[src/sv/ir_pulse_width_receiver_macros.svh]
// ----------------------------------------------------------------------------
// IR pulse width receiver assertion macros
// Shared property forms, clocked on clk and disabled while rst_n is low.
// ----------------------------------------------------------------------------
`ifndef IR_PULSE_WIDTH_RECEIVER_MACROS_SVH
`define IR_PULSE_WIDTH_RECEIVER_MACROS_SVH

// Consequent must hold in the same cycle as the antecedent.
`define IRPWR_ASSERT_SAME(label, ante, cons, msg) \
  label: assert property (@(posedge clk) disable iff (!rst_n) (ante) |-> (cons)) \
    else $error(msg);

// Consequent must hold in the cycle after the antecedent.
`define IRPWR_ASSERT_NEXT(label, ante, cons, msg) \
  label: assert property (@(posedge clk) disable iff (!rst_n) (ante) |=> (cons)) \
    else $error(msg);

`endif

[src/sv/irpwr_pkg.sv]
// ----------------------------------------------------------------------------
// IR pulse width receiver package
// Widths, register indexes and reset values of the receiver.
// ----------------------------------------------------------------------------
package irpwr_pkg;

  localparam int MAX_WORD_BITS = 16;
  localparam int DUR_W         = 16;
  localparam int BITS_W        = 5;
  localparam int CFG_IDX_W     = 3;
  localparam int CFG_DATA_W    = 16;

  typedef logic [DUR_W-1:0]         dur_t;
  typedef logic [BITS_W-1:0]        nbits_t;
  typedef logic [MAX_WORD_BITS-1:0] word_t;

  typedef enum logic [CFG_IDX_W-1:0] {
    REG_START_MARK_MIN    = 3'd0,
    REG_START_SPACE_MIN   = 3'd1,
    REG_ONE_MARK_MIN      = 3'd2,
    REG_BIT_SPACE_TIMEOUT = 3'd3,
    REG_WORD_BITS         = 3'd4
  } cfg_reg_t;

  localparam dur_t   START_MARK_MIN_RST    = 16'd1600;
  localparam dur_t   START_SPACE_MIN_RST   = 16'd1600;
  localparam dur_t   ONE_MARK_MIN_RST      = 16'd800;
  localparam dur_t   BIT_SPACE_TIMEOUT_RST = 16'd2400;
  localparam nbits_t WORD_BITS_RST         = nbits_t'(MAX_WORD_BITS);
  localparam dur_t   DUR_MAX               = '1;

endpackage

[src/sv/ir_pulse_width_receiver.sv]
// ----------------------------------------------------------------------------
// IR pulse width receiver
// Decodes a start frame and a word of pulse width coded bits from 1 us ticks.
// ----------------------------------------------------------------------------
// Usage:
//   Input channel (in_valid / in_stall / in_rx_level): one beat per 1 us tick,
//   carrying the sampled receiver pin (0 = carrier active, 1 = idle).
//   Result channel (out_valid / out_stall / out_word / out_bit_timed_out):
//   one beat per decoded word, right aligned in word_bits.
//   Config port (cfg_we / cfg_index / cfg_data): write-only thresholds and
//   word length, which the user must write only while the receiver is idle;
//   the block itself does not enforce this. An accepted tick lands in the
//   input register, and its decoded step lands in the state and result regs.
//   Throughput: one tick per cycle unless out_stall holds a pending word; the
//   per-tick update is one compare/increment pass from input to result regs.
//   Reset: thresholds return to defaults (1600/1600/800/2400, 16 bits), the
//   decoder hunts for a start mark and both registers are empty.
//   Stall: while out_stall holds a pending word, the decoder freezes on the
//   registered tick and in_stall rises; no beat is dropped.
// ----------------------------------------------------------------------------
`include "ir_pulse_width_receiver_macros.svh"

module ir_pulse_width_receiver
  import irpwr_pkg::*;
(
  input  logic                  clk,
  input  logic                  rst_n,
  input  logic                  cfg_we,
  input  logic [CFG_IDX_W-1:0]  cfg_index,
  input  logic [CFG_DATA_W-1:0] cfg_data,
  input  logic                  in_valid,
  output logic                  in_stall,
  input  logic                  in_rx_level,
  output logic                  out_valid,
  input  logic                  out_stall,
  output word_t                 out_word,
  output logic                  out_bit_timed_out
);

  typedef enum logic [2:0] {
    PH_HUNT,
    PH_START_MARK,
    PH_START_SPACE,
    PH_BIT_MARK,
    PH_BIT_SPACE
  } phase_t;

  dur_t   start_mark_min_r, start_space_min_r, one_mark_min_r, bit_space_timeout_r;
  nbits_t word_bits_r;

  logic   in_vld_r, rx_r;
  phase_t phase_r, phase_nxt;
  dur_t   dur_r, dur_nxt;
  nbits_t bits_left_r, bits_left_nxt;
  word_t  shift_r, shift_nxt;
  logic   tmo_r, tmo_nxt;

  logic   out_valid_r;
  word_t  out_word_r, out_word_nxt;
  logic   out_tmo_r, out_tmo_nxt;
  logic   emit;

  logic   out_free, proc_en, active;
  dur_t   dur_inc;
  nbits_t nb_clamp, bl_dec, bl_dec2;
  word_t  sh1, sh2;

  assign out_free = !out_valid_r || !out_stall;
  assign proc_en  = in_vld_r && out_free;
  assign in_stall = in_vld_r && !out_free;

  assign active  = !rx_r;
  assign dur_inc = (dur_r == DUR_MAX) ? dur_r : dur_r + dur_t'(1);

  // Word length is sampled at each start frame, clamped to 1..MAX_WORD_BITS.
  always_comb begin
    if (word_bits_r == '0) begin
      nb_clamp = nbits_t'(1);
    end else if (word_bits_r > nbits_t'(MAX_WORD_BITS)) begin
      nb_clamp = nbits_t'(MAX_WORD_BITS);
    end else begin
      nb_clamp = word_bits_r;
    end
  end

  // Bit from a finished mark, and a possible timeout zero right behind it.
  assign bl_dec  = (bits_left_r != '0) ? bits_left_r - nbits_t'(1) : bits_left_r;
  assign bl_dec2 = (bl_dec != '0) ? bl_dec - nbits_t'(1) : bl_dec;
  assign sh1     = {shift_r[MAX_WORD_BITS-2:0], (dur_r > one_mark_min_r)};
  assign sh2     = {sh1[MAX_WORD_BITS-2:0], 1'b0};

  always_comb begin
    phase_nxt     = phase_r;
    dur_nxt       = dur_r;
    bits_left_nxt = bits_left_r;
    shift_nxt     = shift_r;
    tmo_nxt       = tmo_r;
    emit          = 1'b0;
    out_word_nxt  = shift_r;
    out_tmo_nxt   = tmo_r;
    case (phase_r)
      PH_START_MARK: begin
        if (active) begin
          dur_nxt = dur_inc;
        end else if (dur_r > start_mark_min_r) begin
          phase_nxt = PH_START_SPACE;
          dur_nxt   = dur_t'(1);
        end else begin
          phase_nxt = PH_HUNT;
          dur_nxt   = '0;
        end
      end
      PH_START_SPACE: begin
        if (!active) begin
          dur_nxt = dur_inc;
        end else if (dur_r > start_space_min_r) begin
          bits_left_nxt = nb_clamp;
          shift_nxt     = '0;
          tmo_nxt       = 1'b0;
          phase_nxt     = PH_BIT_MARK;
          dur_nxt       = dur_t'(1);
        end else begin
          phase_nxt = PH_START_MARK;
          dur_nxt   = dur_t'(1);
        end
      end
      PH_BIT_MARK: begin
        if (active) begin
          dur_nxt = dur_inc;
        end else begin
          shift_nxt     = sh1;
          bits_left_nxt = bl_dec;
          if (bl_dec == '0) begin
            emit         = 1'b1;
            out_word_nxt = sh1;
            phase_nxt    = PH_HUNT;
            dur_nxt      = '0;
          end else if (bit_space_timeout_r == '0) begin
            // first space tick already beats a zero timeout
            tmo_nxt       = 1'b1;
            shift_nxt     = sh2;
            bits_left_nxt = bl_dec2;
            dur_nxt       = '0;
            if (bl_dec2 == '0) begin
              emit         = 1'b1;
              out_word_nxt = sh2;
              out_tmo_nxt  = 1'b1;
              phase_nxt    = PH_HUNT;
            end else begin
              phase_nxt = PH_BIT_SPACE;
            end
          end else begin
            phase_nxt = PH_BIT_SPACE;
            dur_nxt   = dur_t'(1);
          end
        end
      end
      PH_BIT_SPACE: begin
        if (active) begin
          phase_nxt = PH_BIT_MARK;
          dur_nxt   = dur_t'(1);
        end else if (dur_inc > bit_space_timeout_r) begin
          tmo_nxt       = 1'b1;
          shift_nxt     = {shift_r[MAX_WORD_BITS-2:0], 1'b0};
          bits_left_nxt = bl_dec;
          dur_nxt       = '0;
          if (bl_dec == '0) begin
            emit         = 1'b1;
            out_word_nxt = {shift_r[MAX_WORD_BITS-2:0], 1'b0};
            out_tmo_nxt  = 1'b1;
            phase_nxt    = PH_HUNT;
          end
        end else begin
          dur_nxt = dur_inc;
        end
      end
      default: begin
        if (active) begin
          phase_nxt = PH_START_MARK;
          dur_nxt   = dur_t'(1);
        end else begin
          phase_nxt = PH_HUNT;
          dur_nxt   = '0;
        end
      end
    endcase
  end

  // Config registers
  always_ff @(posedge clk) begin
    if (!rst_n) begin
      start_mark_min_r    <= START_MARK_MIN_RST;
      start_space_min_r   <= START_SPACE_MIN_RST;
      one_mark_min_r      <= ONE_MARK_MIN_RST;
      bit_space_timeout_r <= BIT_SPACE_TIMEOUT_RST;
      word_bits_r         <= WORD_BITS_RST;
    end else if (cfg_we) begin
      case (cfg_index)
        REG_START_MARK_MIN:    start_mark_min_r    <= cfg_data;
        REG_START_SPACE_MIN:   start_space_min_r   <= cfg_data;
        REG_ONE_MARK_MIN:      one_mark_min_r      <= cfg_data;
        REG_BIT_SPACE_TIMEOUT: bit_space_timeout_r <= cfg_data;
        REG_WORD_BITS:         word_bits_r         <= cfg_data[BITS_W-1:0];
        default: ;
      endcase
    end
  end

  // Input register
  always_ff @(posedge clk) begin
    if (!rst_n) begin
      in_vld_r <= 1'b0;
    end else if (!in_stall) begin
      in_vld_r <= in_valid;
    end
  end

  always_ff @(posedge clk) begin
    if (!in_stall && in_valid) begin
      rx_r <= in_rx_level;
    end
  end

  // Decoder state and result register
  always_ff @(posedge clk) begin
    if (!rst_n) begin
      phase_r     <= PH_HUNT;
      dur_r       <= '0;
      bits_left_r <= '0;
      shift_r     <= '0;
      tmo_r       <= 1'b0;
      out_valid_r <= 1'b0;
    end else begin
      if (proc_en) begin
        phase_r     <= phase_nxt;
        dur_r       <= dur_nxt;
        bits_left_r <= bits_left_nxt;
        shift_r     <= shift_nxt;
        tmo_r       <= tmo_nxt;
      end
      if (out_free) begin
        out_valid_r <= proc_en && emit;
      end
    end
  end

  always_ff @(posedge clk) begin
    if (proc_en && emit) begin
      out_word_r <= out_word_nxt;
      out_tmo_r  <= out_tmo_nxt;
    end
  end

  assign out_valid         = out_valid_r;
  assign out_word          = out_word_r;
  assign out_bit_timed_out = out_tmo_r;

  `IRPWR_ASSERT_SAME(a_emit_from_bit_phase, proc_en && emit,
    phase_r == PH_BIT_MARK || phase_r == PH_BIT_SPACE, "word emitted outside bit phase")
  `IRPWR_ASSERT_NEXT(a_hunt_after_emit, proc_en && emit,
    phase_r == PH_HUNT && out_valid_r, "no hunt or no result after word")
  `IRPWR_ASSERT_SAME(a_bits_left_range, phase_r == PH_BIT_MARK || phase_r == PH_BIT_SPACE,
    bits_left_r != '0 && bits_left_r <= nbits_t'(MAX_WORD_BITS), "bit count out of range")
  `IRPWR_ASSERT_SAME(a_stall_cause, in_stall,
    in_vld_r && out_valid_r && out_stall, "input stalled without a held result")

endmodule

[config.mk]
export PLATFORM = sky130hd
export DESIGN_NAME = ir_pulse_width_receiver
export DESIGN_NICKNAME = d
export VERILOG_FILES = /design/src/sv/irpwr_pkg.sv /design/src/sv/ir_pulse_width_receiver.sv
export VERILOG_INCLUDE_DIRS = /design/src /design/src/sv
export SDC_FILE = /design/constraint.sdc
export NUM_CORES = 1
export LEC_CHECK = 0
export BUFFER_PORTS_ARGS = -buffer_cell sky130_fd_sc_hd__buf_2
export CORE_MARGIN = 2
export CORE_UTILIZATION = 56
export CTS_BUF_LIST = sky130_fd_sc_hd__clkbuf_4 sky130_fd_sc_hd__clkbuf_8 sky130_fd_sc_hd__clkbuf_16
export CTS_CLUSTER_DIAMETER = 60
export DETAILED_ROUTE_END_ITERATION = 8
export HOLD_SLACK_MARGIN = 0.1
export PLACE_DENSITY = 0.88
export SLEW_MARGIN = 20
export SYNTH_ARGS = -nofsm -noshare
export SYNTH_HDL_FRONTEND = slang
export SYNTH_SLANG_ARGS = --single-unit
[constraint.sdc]
create_clock -name clk -period 4.8 [get_ports clk]
set_input_delay 0.72 -clock clk [delete_from_list [all_inputs] [get_ports clk]]
set_output_delay 0.72 -clock clk [all_outputs]
set_load 0.01 [all_outputs]
==> flow_results.org, run 1 <==
** Clock network
- After clock tree synthesis, the clock-pin slew on the worst setup and hold paths is roughly 60 ps.
- The tree is rooted in a sky130_fd_sc_hd__clkbuf_16.
- Counting every sink on the clock net gives 130.
- Buffers inserted to repair hold after CTS numbered 0.
- Total CTS buffers :: 17
- Worst skew pair latency :: roughly 440 ps
- TritonCTS built the clock tree.
- The H-tree generated during clock tree synthesis spans 4 levels.
- No sink is reached through more buffers than the 2 on the longest clock path.

** Yosys
- Synthesized net count :: 1,130
- Yosys printed 0 warnings.
- Fraction of post-synthesis cell area in the top cell type by area :: approximately 28%
- Portion of the post-synthesis area used by sequential elements :: about a third
- Counting flops and latches in the post-synthesis netlist gives between 100 and 150.
- Post-Synthesis Cells :: about 1,000
- Multiplexer area fraction after synthesis :: 1.389%
- The cell area that synthesis handed to floorplanning was approximately 8100 um^2.
- Fraction of the mapped netlist area in simple logic gates :: between 20 and 25%
- Dominant cells by area after synthesis :: sky130_fd_sc_hd__dfxtp_1, sky130_fd_sc_hd__ha_1, sky130_fd_sc_hd__nand2_1, sky130_fd_sc_hd__a21oi_1, sky130_fd_sc_hd__edfxtp_1
- Average cell area after synthesis :: 7.809 um^2
- Number of flops mapped to enable cells by yosys :: 18
- In the synthesized netlist the async set-or-reset flop fraction comes to 0%.
- Number of unique standard cell types used by synthesis :: 67
- Of the total synthesized cell area, the portion taken by XOR and XNOR cells is about 1.5%.
- Of all cell types, the one taking the most synthesized area is sky130_fd_sc_hd__dfxtp_1.
- Synthesized-area fraction occupied by ao, oa, aoi and oai cells :: roughly 25%
- Post-Synth Adder-Cell Area :: between 10% and 20%
- For this run, the leading register cell type out of synthesis is sky130_fd_sc_hd__dfxtp_1.
- Largest family of logic cells by synthesized area :: compound AO/OA/AOI/OAI gates

** Timing
- Based on the critical path, the design can be clocked at up to 0.2170 GHz.
- Between clock sinks in the finished design, the worst skew comes to 10.67 ps.
- Once routing completed, OpenROAD measured the worst setup slack at 190.9 ps.
- Least-Margin Pin Slew :: about 1000 ps
- The smallest clock period supported by the final layout is computed as 4609 ps.
- Final setup violation count :: 0
- The worst path uses 96.02% of the clock period.
- Headroom to the max-slew limit came out at between 30% and 40%.
- In the final timing run, aggregate negative setup slack is 0 ps.
- Hold Fails Final Rpt :: 0
- Worst hold-check slack :: about 450 ps
- The final count of pins violating max slew came to 0.

** Power
- Internal Dissipation :: roughly 0.0020 W
- Logic gate share of total power :: 7.4%
- Dividing total power by cell area gives a power density of between 200 and 300 nW/um^2.
- Sequential group share of total power :: 42.5%
- The design draws 0.002678 W.
- Power share of the clock group :: 50.1%
- IR analysis of the VDD net gives a maximum drop of 0.2142 mV.
- Switching power :: between 0.0006 and 0.0007 W
- Net switching is ~25% of the power.
- The analysis attributes to cell leakage a power of 3.395 nW.

** GRT
- Global routing used between 40% and 50% of the available met2 tracks.
- Summed over all layers, the global routing overflow is 0.
- Overall routing resource usage :: between 20% and 30%
- GRT busiest layer :: met2
- Fraction of met3 tracks used by global routing :: between 7 and 8%
- The first global-routing pass estimated about 37,000 um of wire.
- The number of global-route vias before repair came to ~7,500.
- Global routing used between 30% and 40% of the available met1 tracks.
- The initial antenna violation count came to 0.
- Entering global routing, the biggest net connects 46 pins.

** Floorplanning
- Initial Utilization :: 57.94%
- Area inside the core boundary :: 13,990 um^2
- Pin placement for this block handled 44 I/O pins.
- Die area :: approximately 15,000 um^2
- Die outline width :: approximately 120 um
- Measured along the y axis, the die boundary spans 124.3 um.
- In this run the core area contains 43 standard-cell rows.

** Min path
- Worst min-delay path class :: in2reg
- Hold path endpoint :: rx_r
- Number of stages on the worst hold path :: 1
- Startpoint of the most critical hold path :: in_rx_level

** Placement
- In this run the cell area measured after placement is approximately 8400 um^2.
- The HPWL after detailed placement is 15,070 um.
- Pre-CTS setup slack :: 336.5 ps
- Count of port buffers added during placement :: 43
- Global placement routability congestion :: ~0.97

** Critical path
- Data required, critical path :: approximately 5000 ps
- Critical Setup Path Class :: reg2reg
- Along the worst path, the maximum fanout reaches 7.
- The worst register-to-register path ends at out_word[13].
- Register-to-register setup slack :: between 150 and 200 ps
- Worst Path Arrival :: roughly 4800 ps
- STA classifies the critical path startpoint as a register.
- The startpoint identified for the worst register-to-register timing path is dur_r[7].
- For the worst flop-to-flop path, the logic depth is 16.
- Type of element capturing the critical path :: register

** Job
- The tool flagged a number of max-cap violations equal to 0.

** Final layout
- Summing all multi-input logic gate instances after layout gives between 4000 and 5000 um^2.
- Sequential cell area in the final layout :: 2783 um^2
- Fill cell total of the finished layout :: around 1,100
- Post-layout net count :: around 1,100
- The post-route netlist has between 10% and 20% of its cells at a drive strength greater than 1.
- Layout area overhead :: 11.92%
- Antenna diode count :: 0
- After routing the design area is 9071 um^2.

** Detailed routing
- Average vias per placed instance :: approximately 6.4
- First-pass detailed-route iteration total :: 5
- Number of nets with antenna violations after detailed routing :: 0
- Total wire length after detailed routing :: around 23,000 um
- Final routed wire length divided by cell count :: 18.13 um
- Drt first-iter violations :: a little over 900
- Via count :: about 7,900
- In the routed design, unresolved DRC markers number 0.

** Outcome
- The run finished with clean final reports.
[metal layers]
| metal | share of wire, % | up-vias |
|---|---|---|
| met5 | 0 | - |
| met4 | 2.9 | 0 |
| met3 | 8.3 | 66 |
| met2 | 49 | 406 |
| met1 | 40 | 3731 |
| li1 | - | 3744 |
[synth_stat cells, types with 4 or more instances]
cell / count
sky130_fd_sc_hd__nor3_1: 13
sky130_fd_sc_hd__and2_1: 4
sky130_fd_sc_hd__o22ai_1: 6
sky130_fd_sc_hd__dfxtp_1: 112
sky130_fd_sc_hd__o21ai_0: 44
sky130_fd_sc_hd__inv_1: 75
sky130_fd_sc_hd__nor2b_1: 12
sky130_fd_sc_hd__o211ai_1: 19
sky130_fd_sc_hd__nor4_1: 9
sky130_fd_sc_hd__nand3_1: 30
sky130_fd_sc_hd__or3_1: 7
sky130_fd_sc_hd__nand2_1: 172
sky130_fd_sc_hd__nor2_1: 72
sky130_fd_sc_hd__a21oi_1: 113
sky130_fd_sc_hd__a21o_1: 4
sky130_fd_sc_hd__o31a_1: 13
sky130_fd_sc_hd__o31ai_1: 5
sky130_fd_sc_hd__o21a_1: 6
sky130_fd_sc_hd__nand4_1: 18
sky130_fd_sc_hd__o221ai_1: 12
sky130_fd_sc_hd__mux2i_1: 9
sky130_fd_sc_hd__clkbuf_1: 58
sky130_fd_sc_hd__a211oi_1: 21
sky130_fd_sc_hd__xnor2_1: 13
sky130_fd_sc_hd__and3_1: 9
sky130_fd_sc_hd__a22oi_1: 27
sky130_fd_sc_hd__edfxtp_1: 18
sky130_fd_sc_hd__buf_2: 7
sky130_fd_sc_hd__ha_1: 67
sky130_fd_sc_hd__nand2b_1: 5
[cell families (layout without fill, tap and decap cells)]
| kind of cell | count (synthesis) | after routing |
|---|---|---|
| compound gates | 302 | 302 |
| xor+xnor | 14 | 14 |
| fa+ha+maj | 67 | 67 |
| buf+inv | 146 | 173 |
| flops | 130 | 130 |
| mux | 11 | 11 |
| simple gates | 368 | 368 |
[power by group through the flow]
| stage | registers, W | clock network, W | logic, W |
|---|---|---|---|
| after floorplan | 0.00115 | 0 | 0.000137 |
| after global placement | 0.00116 | 0 | 0.000181 |
| after detailed placement | 0.00116 | 0 | 0.000187 |
| after CTS | 0.00114 | 0.00135 | 0.000189 |
| after global routing | 0.00114 | 0.00140 | 0.000217 |
| final | 0.00114 | 0.00134 | 0.000197 |
[placed cells by master (no fill, tap or decap), drive strengths merged, types with 6 or more instances in the layout]
| cell | instances |
|---|---|
| o31a | 13 |
| o22ai | 6 |
| o221ai | 12 |
| and3 | 9 |
| nand3 | 30 |
| clkbuf | 17 |
| o211ai | 19 |
| nor3 | 14 |
| edfxtp | 18 |
| o21a | 6 |
| dfxtp | 112 |
| or3 | 7 |
| nor4 | 11 |
| nor2b | 12 |
| ha | 67 |
| a21oi | 114 |
| inv | 78 |
| xnor2 | 13 |
| nand4 | 19 |
| a211oi | 21 |
| clkinv | 7 |
| o21ai | 46 |
| nand2 | 172 |
| a22oi | 27 |
| buf | 66 |
| nor2 | 72 |
| mux2i | 9 |
[area by class of cell]
cell class,count,share of cell area [%]
sequential,130,30.68
multi-input combinational,762,52.50
timing repair buffer,66,4.552
clock buffer,17,4.690
inverter,75,3.103
tap,180,2.483
clock inverter,15,2.000
[state kept, by name, summed over array words and instances, names as in the netlist]
signal / count
bit_space_timeout_r: 16
bits_left_r: 5
dur_r: 16
in_vld_r: 1
one_mark_min_r: 16
out_bit_timed_out: 1
out_valid: 1
out_word: 16
phase_r: 3
rx_r: 1
shift_r: 16
start_mark_min_r: 16
start_space_min_r: 16
tmo_r: 1
word_bits_r: 5
[metrics by stage]
| stage | instances | utilization, % |
|---|---|---|
| floorplan | 1038 | - |
| global placement | 1208 | 59.93 |
| detailed placement | 1208 | 59.93 |
| CTS | 1240 | 64.27 |
| global route | 1245 | 64.85 |
| finish | 1245 | 64.85 |
[critical path: stages, from the launching register on]
cell and delay (ps):
sky130_fd_sc_hd__dfxtp_1 480, sky130_fd_sc_hd__and4_1 280, sky130_fd_sc_hd__and3_1 230, sky130_fd_sc_hd__nand4_1 230, sky130_fd_sc_hd__nor2_2 210, sky130_fd_sc_hd__and3_1 180
sky130_fd_sc_hd__mux2_2 340, sky130_fd_sc_hd__ha_1 360, sky130_fd_sc_hd__nand4_2 190, sky130_fd_sc_hd__or3_1 420, sky130_fd_sc_hd__a21oi_2 170, sky130_fd_sc_hd__a2111oi_4 100
sky130_fd_sc_hd__buf_12 160, sky130_fd_sc_hd__o41ai_4 440, sky130_fd_sc_hd__o21ai_0 180, sky130_fd_sc_hd__o21a_1 140, sky130_fd_sc_hd__a311o_1 250
[worst max-delay path by stage]
stage	start	cells after the start	to	slack, ps
floorplan	dur_r[4]	14	out_bit_timed_out	130
global placement	dur_r[7]	15	dur_r[11]	460
detailed placement	dur_r[7]	15	dur_r[11]	340
CTS	dur_r[7]	15	dur_r[11]	320
global route	dur_r[6]	17	out_word[1]	-10
finish	dur_r[7]	16	out_word[13]	190
[what timing repair did]
action,4_1_cts,5_1_grt
buffers inserted,0,5
endpoints found under the setup margin,0,8
gates resized for setup,0,4
Power figures use the tool's default switching activity.
==> run 2: changes to the inputs <==
- CORE_UTILIZATION: 56 -> 57
- PLACE_DENSITY: 0.88 -> 0.86
- clock period: 4.8 -> 5.2 ns (I/O delays scaled with it)
==> run 2 against run 1 <==
Net effect:
- flip-flop and latch count did not move
- worst setup slack improved by 230 ps
- wire length fell by 1.7%
- die area fell by 1.7%
- clock-buffer cell count rose by 6
- utilization barely moved
- non-clock buffer count fell by 14
- sequential share of layout area rose by 0.23 points
- sequential power fell by 8%
- register-to-register slack improved by 230 ps
- critical path depth fell by 1
- critical path type unchanged
==> flow_results.org, run 2 (synthesized netlist as in run 1, its figures left out) <==
** Timing
- Relative slew margins :: roughly a quarter
- After routing, the total negative slack on setup checks comes to 0 ps.
- Setup violations remaining at the end of the flow were counted as 0.
- Least-Margin Pin Slew :: approximately 1100 ps
- Worst Skew :: 8.022 ps
- The final critical path takes up about nine tenths of the cycle.
- Minimum clock period :: roughly 4800 ps
- Unrepaired setup endpoints after global routing :: no
- Hold Fails Final Rpt :: 0
- Count of pins over their slew limit :: 0
- FMAX :: roughly 0.21 GHz

** Floorplanning
- Standard-cell row count :: 43
- I/O pin total :: 44
- For this configuration, the core starts out at a cell density of roughly three fifths.
- The floorplan step defined a die boundary enclosing approximately 15,000 um^2.
- Die outline width :: 123.2 um
- From bottom edge to top edge, the die measures between 100 and 150 um.
- The total area inside the core boundary comes to about 14,000 um^2.

** Clock network
- For this design, the CTS-stage hold fixing added 0 buffers.
- Worst skew pair latency :: around 430 ps
- CTS tree :: yes
- Clock-pin slew reported for the worst setup and hold paths after clock tree synthesis :: 60 ps
- Counting the buffers created by CTS gives 17.
- Post-CTS timing repair inserted 0 buffers for setup.
- CTS placed an instance of sky130_fd_sc_hd__clkbuf_16 at the clock tree root.
- Clk sink count :: 130
- The H-tree was split into 4 levels.
- Clock buffer depth :: 2
- After clock tree synthesis, the repair step resized 0 gates.

** GRT
- Maximum number of pins on one net before global-route repair :: 51
- Met1 Usage GRT :: 36.63%
- Number of antenna violations at the first check in global routing :: 0
- Fraction of met3 tracks used by global routing :: under 10%
- The number of global-route vias before repair came to 7,353.
- For this run, global-route usage on met2 was measured as between 50 and 60%.
- Sum of overflow across all layers after global routing :: 0
- The first global-routing pass estimated 35,850 um of wire.
- GRT busiest layer :: met2
- Across every metal layer, demand over resource in global routing totals about 30%.

** Critical path
- The endpoint identified for the worst register-to-register timing path is out_word[9].
- Data on the critical path is required at its endpoint by roughly 5400 ps.
- Along the worst path, the maximum fanout reaches 11.
- Traced cell by cell, the critical path runs through and4_1 -> and3_1 -> nand4_1 -> nor2_1 -> and3_1 -> mux2_2 -> ha_1 -> nand4_2 -> nor2_1 -> a311o_1 -> a2111oi_4 -> nor4_2 -> buf_4 -> o21a_1 -> a311o_1.
- For this design, the slowest cell found on the critical path is sky130_fd_sc_hd__a2111oi_4.
- The critical path in this run is classified as reg2reg.
- R2r startpoint :: dur_r[4]
- The worst setup path is captured at a register.
- The worst register-to-register path has a depth of 15.
- Sort of element at the start of the critical path :: register
- At the worst endpoint, the arrival time is between 4000 and 5000 ps.
- For flop-to-flop paths, the worst setup slack is between 400 and 500 ps.
- In this design, the stage delay of the slowest critical-path cell is about 660 ps.

** Final layout
- Antenna diode count :: 0
- Core utilization of the finished layout :: between 60% and 70%
- Layout cell share with drive strength beyond 1 :: 9.705%
- The top cell types in the final layout, fill and taps aside, are sky130_fd_sc_hd__nand2_1, sky130_fd_sc_hd__a21oi_1, sky130_fd_sc_hd__dfxtp_1.
- The finished cells cover ~9000 um^2.
- Sequential cell area in the final layout :: 2783 um^2
- Layout area overhead :: 11.10%
- Leaving out fill and tap cells, the most frequent cell in the layout is sky130_fd_sc_hd__nand2_1.
- For this run, the number of standard cells in the final layout without fillers is roughly 1,200.
- In the final design database the tool counted around 1,100 nets.
- Counting the fill cells in the layout gives roughly 1,200.
- Total area of multi-input combinational cells :: ~4700 um^2

** Placement
- Summed over all nets, the half-perimeter wirelength after detailed placement is 15,070 um.
- Global placement routability congestion :: between 0.9 and 1
- Instance area at placement :: approximately 8300 um^2
- Dpl cells :: 1,199
- Port buffering added 43 buffers.

** Outcome
- Run status :: complete, no violations

** Detailed routing
- Average vias per placed instance :: between 6 and 7
- First-pass detailed-route iteration total :: 6
- Final routed wire length divided by cell count :: roughly 18 um
- In this run the remaining antenna-violating nets after routing total 0.
- Via count :: between 7,000 and 8,000
- Number of remaining DRC errors :: 0
- The first routing iteration left 847 violations.
- Total wire length after detailed routing :: 22,190 um

** Power
- Leak :: between 3 and 4 nW
- IR analysis of the VDD net gives a maximum drop of 0.2231 mV.
- Power spread over the standard cell area amounts to between 200 and 300 nW/um^2.
- Total design power :: roughly 0.0026 W

** Min path
- For hold timing, the worst endpoint is start_space_min_r[12].
- The worst hold path passes through 2 cells.
- Worst min-delay path class :: reg2reg
- In this run the most critical hold path is launched from start_space_min_r[12].

** Job
- The tool flagged a number of max-cap violations equal to 0.
run 2: cell types whose count changed in the layout (fill, tap and decap cells not counted), sizes merged:
cell      previous run  this run
bufinv               3         6
buf                 66        52
clkinv               7         1
clkbuf              17        23
clkinvlp             2         0
inv                 78        77
run 2: worst max-delay path by stage:
stage,start,to,slack (ps),depth (start not counted)
after CTS,dur_r[4],out_word[9],520,15
after floorplan,dur_r[4],out_bit_timed_out,530,14
after detailed placement,dur_r[4],out_word[13],500,15
after global routing,dur_r[4],out_word[13],250,15
after global placement,dur_r[4],out_word[9],660,15
final,dur_r[4],out_word[9],430,15
run 2: layout make-up:
cell class	count	area share (%)
inverters	75	3.126
clock buffers	23	5.433
flip-flops and latches	130	30.90
clock inverters	9	2.223
multi-input cells	762	52.67
well taps	180	2.501
repair buffers	52	3.140
run 2: layer usage:
layer  wire length, um  share of wire (%)
met1              8915                 40
met2             11100                 50
met3              1680                7.6
met4               499                2.2
met5                 0                  0
run 2: where the power goes:
part / internal (W) / total [W] / switching, W
sequential: 0.00103 / 0.00105 / 0.0000189
combinational: 0.0000547 / 0.000175 / 0.000121
clock: 0.000954 / 0.00141 / 0.000455
run 2: per-stage QoR:
| step | setup slack, ps | hold slack [ps] |
|---|---|---|
| after floorplan | 533.1 | 436.3 |
| after global placement | 656.8 | 442.5 |
| after detailed placement | 503.4 | 447.0 |
| after CTS | 516.8 | 454.6 |
| after global routing | 246.7 | 474.7 |
| final | 425.0 | 452.1 |
run 2: critical path: cells and delay by family, from the launching register on:
family	cells	cell delay (ps)
mux	1	350
flops	1	530
simple gates	8	1590
fa+ha+maj	1	340
buf+inv	1	230
compound gates	4	1490
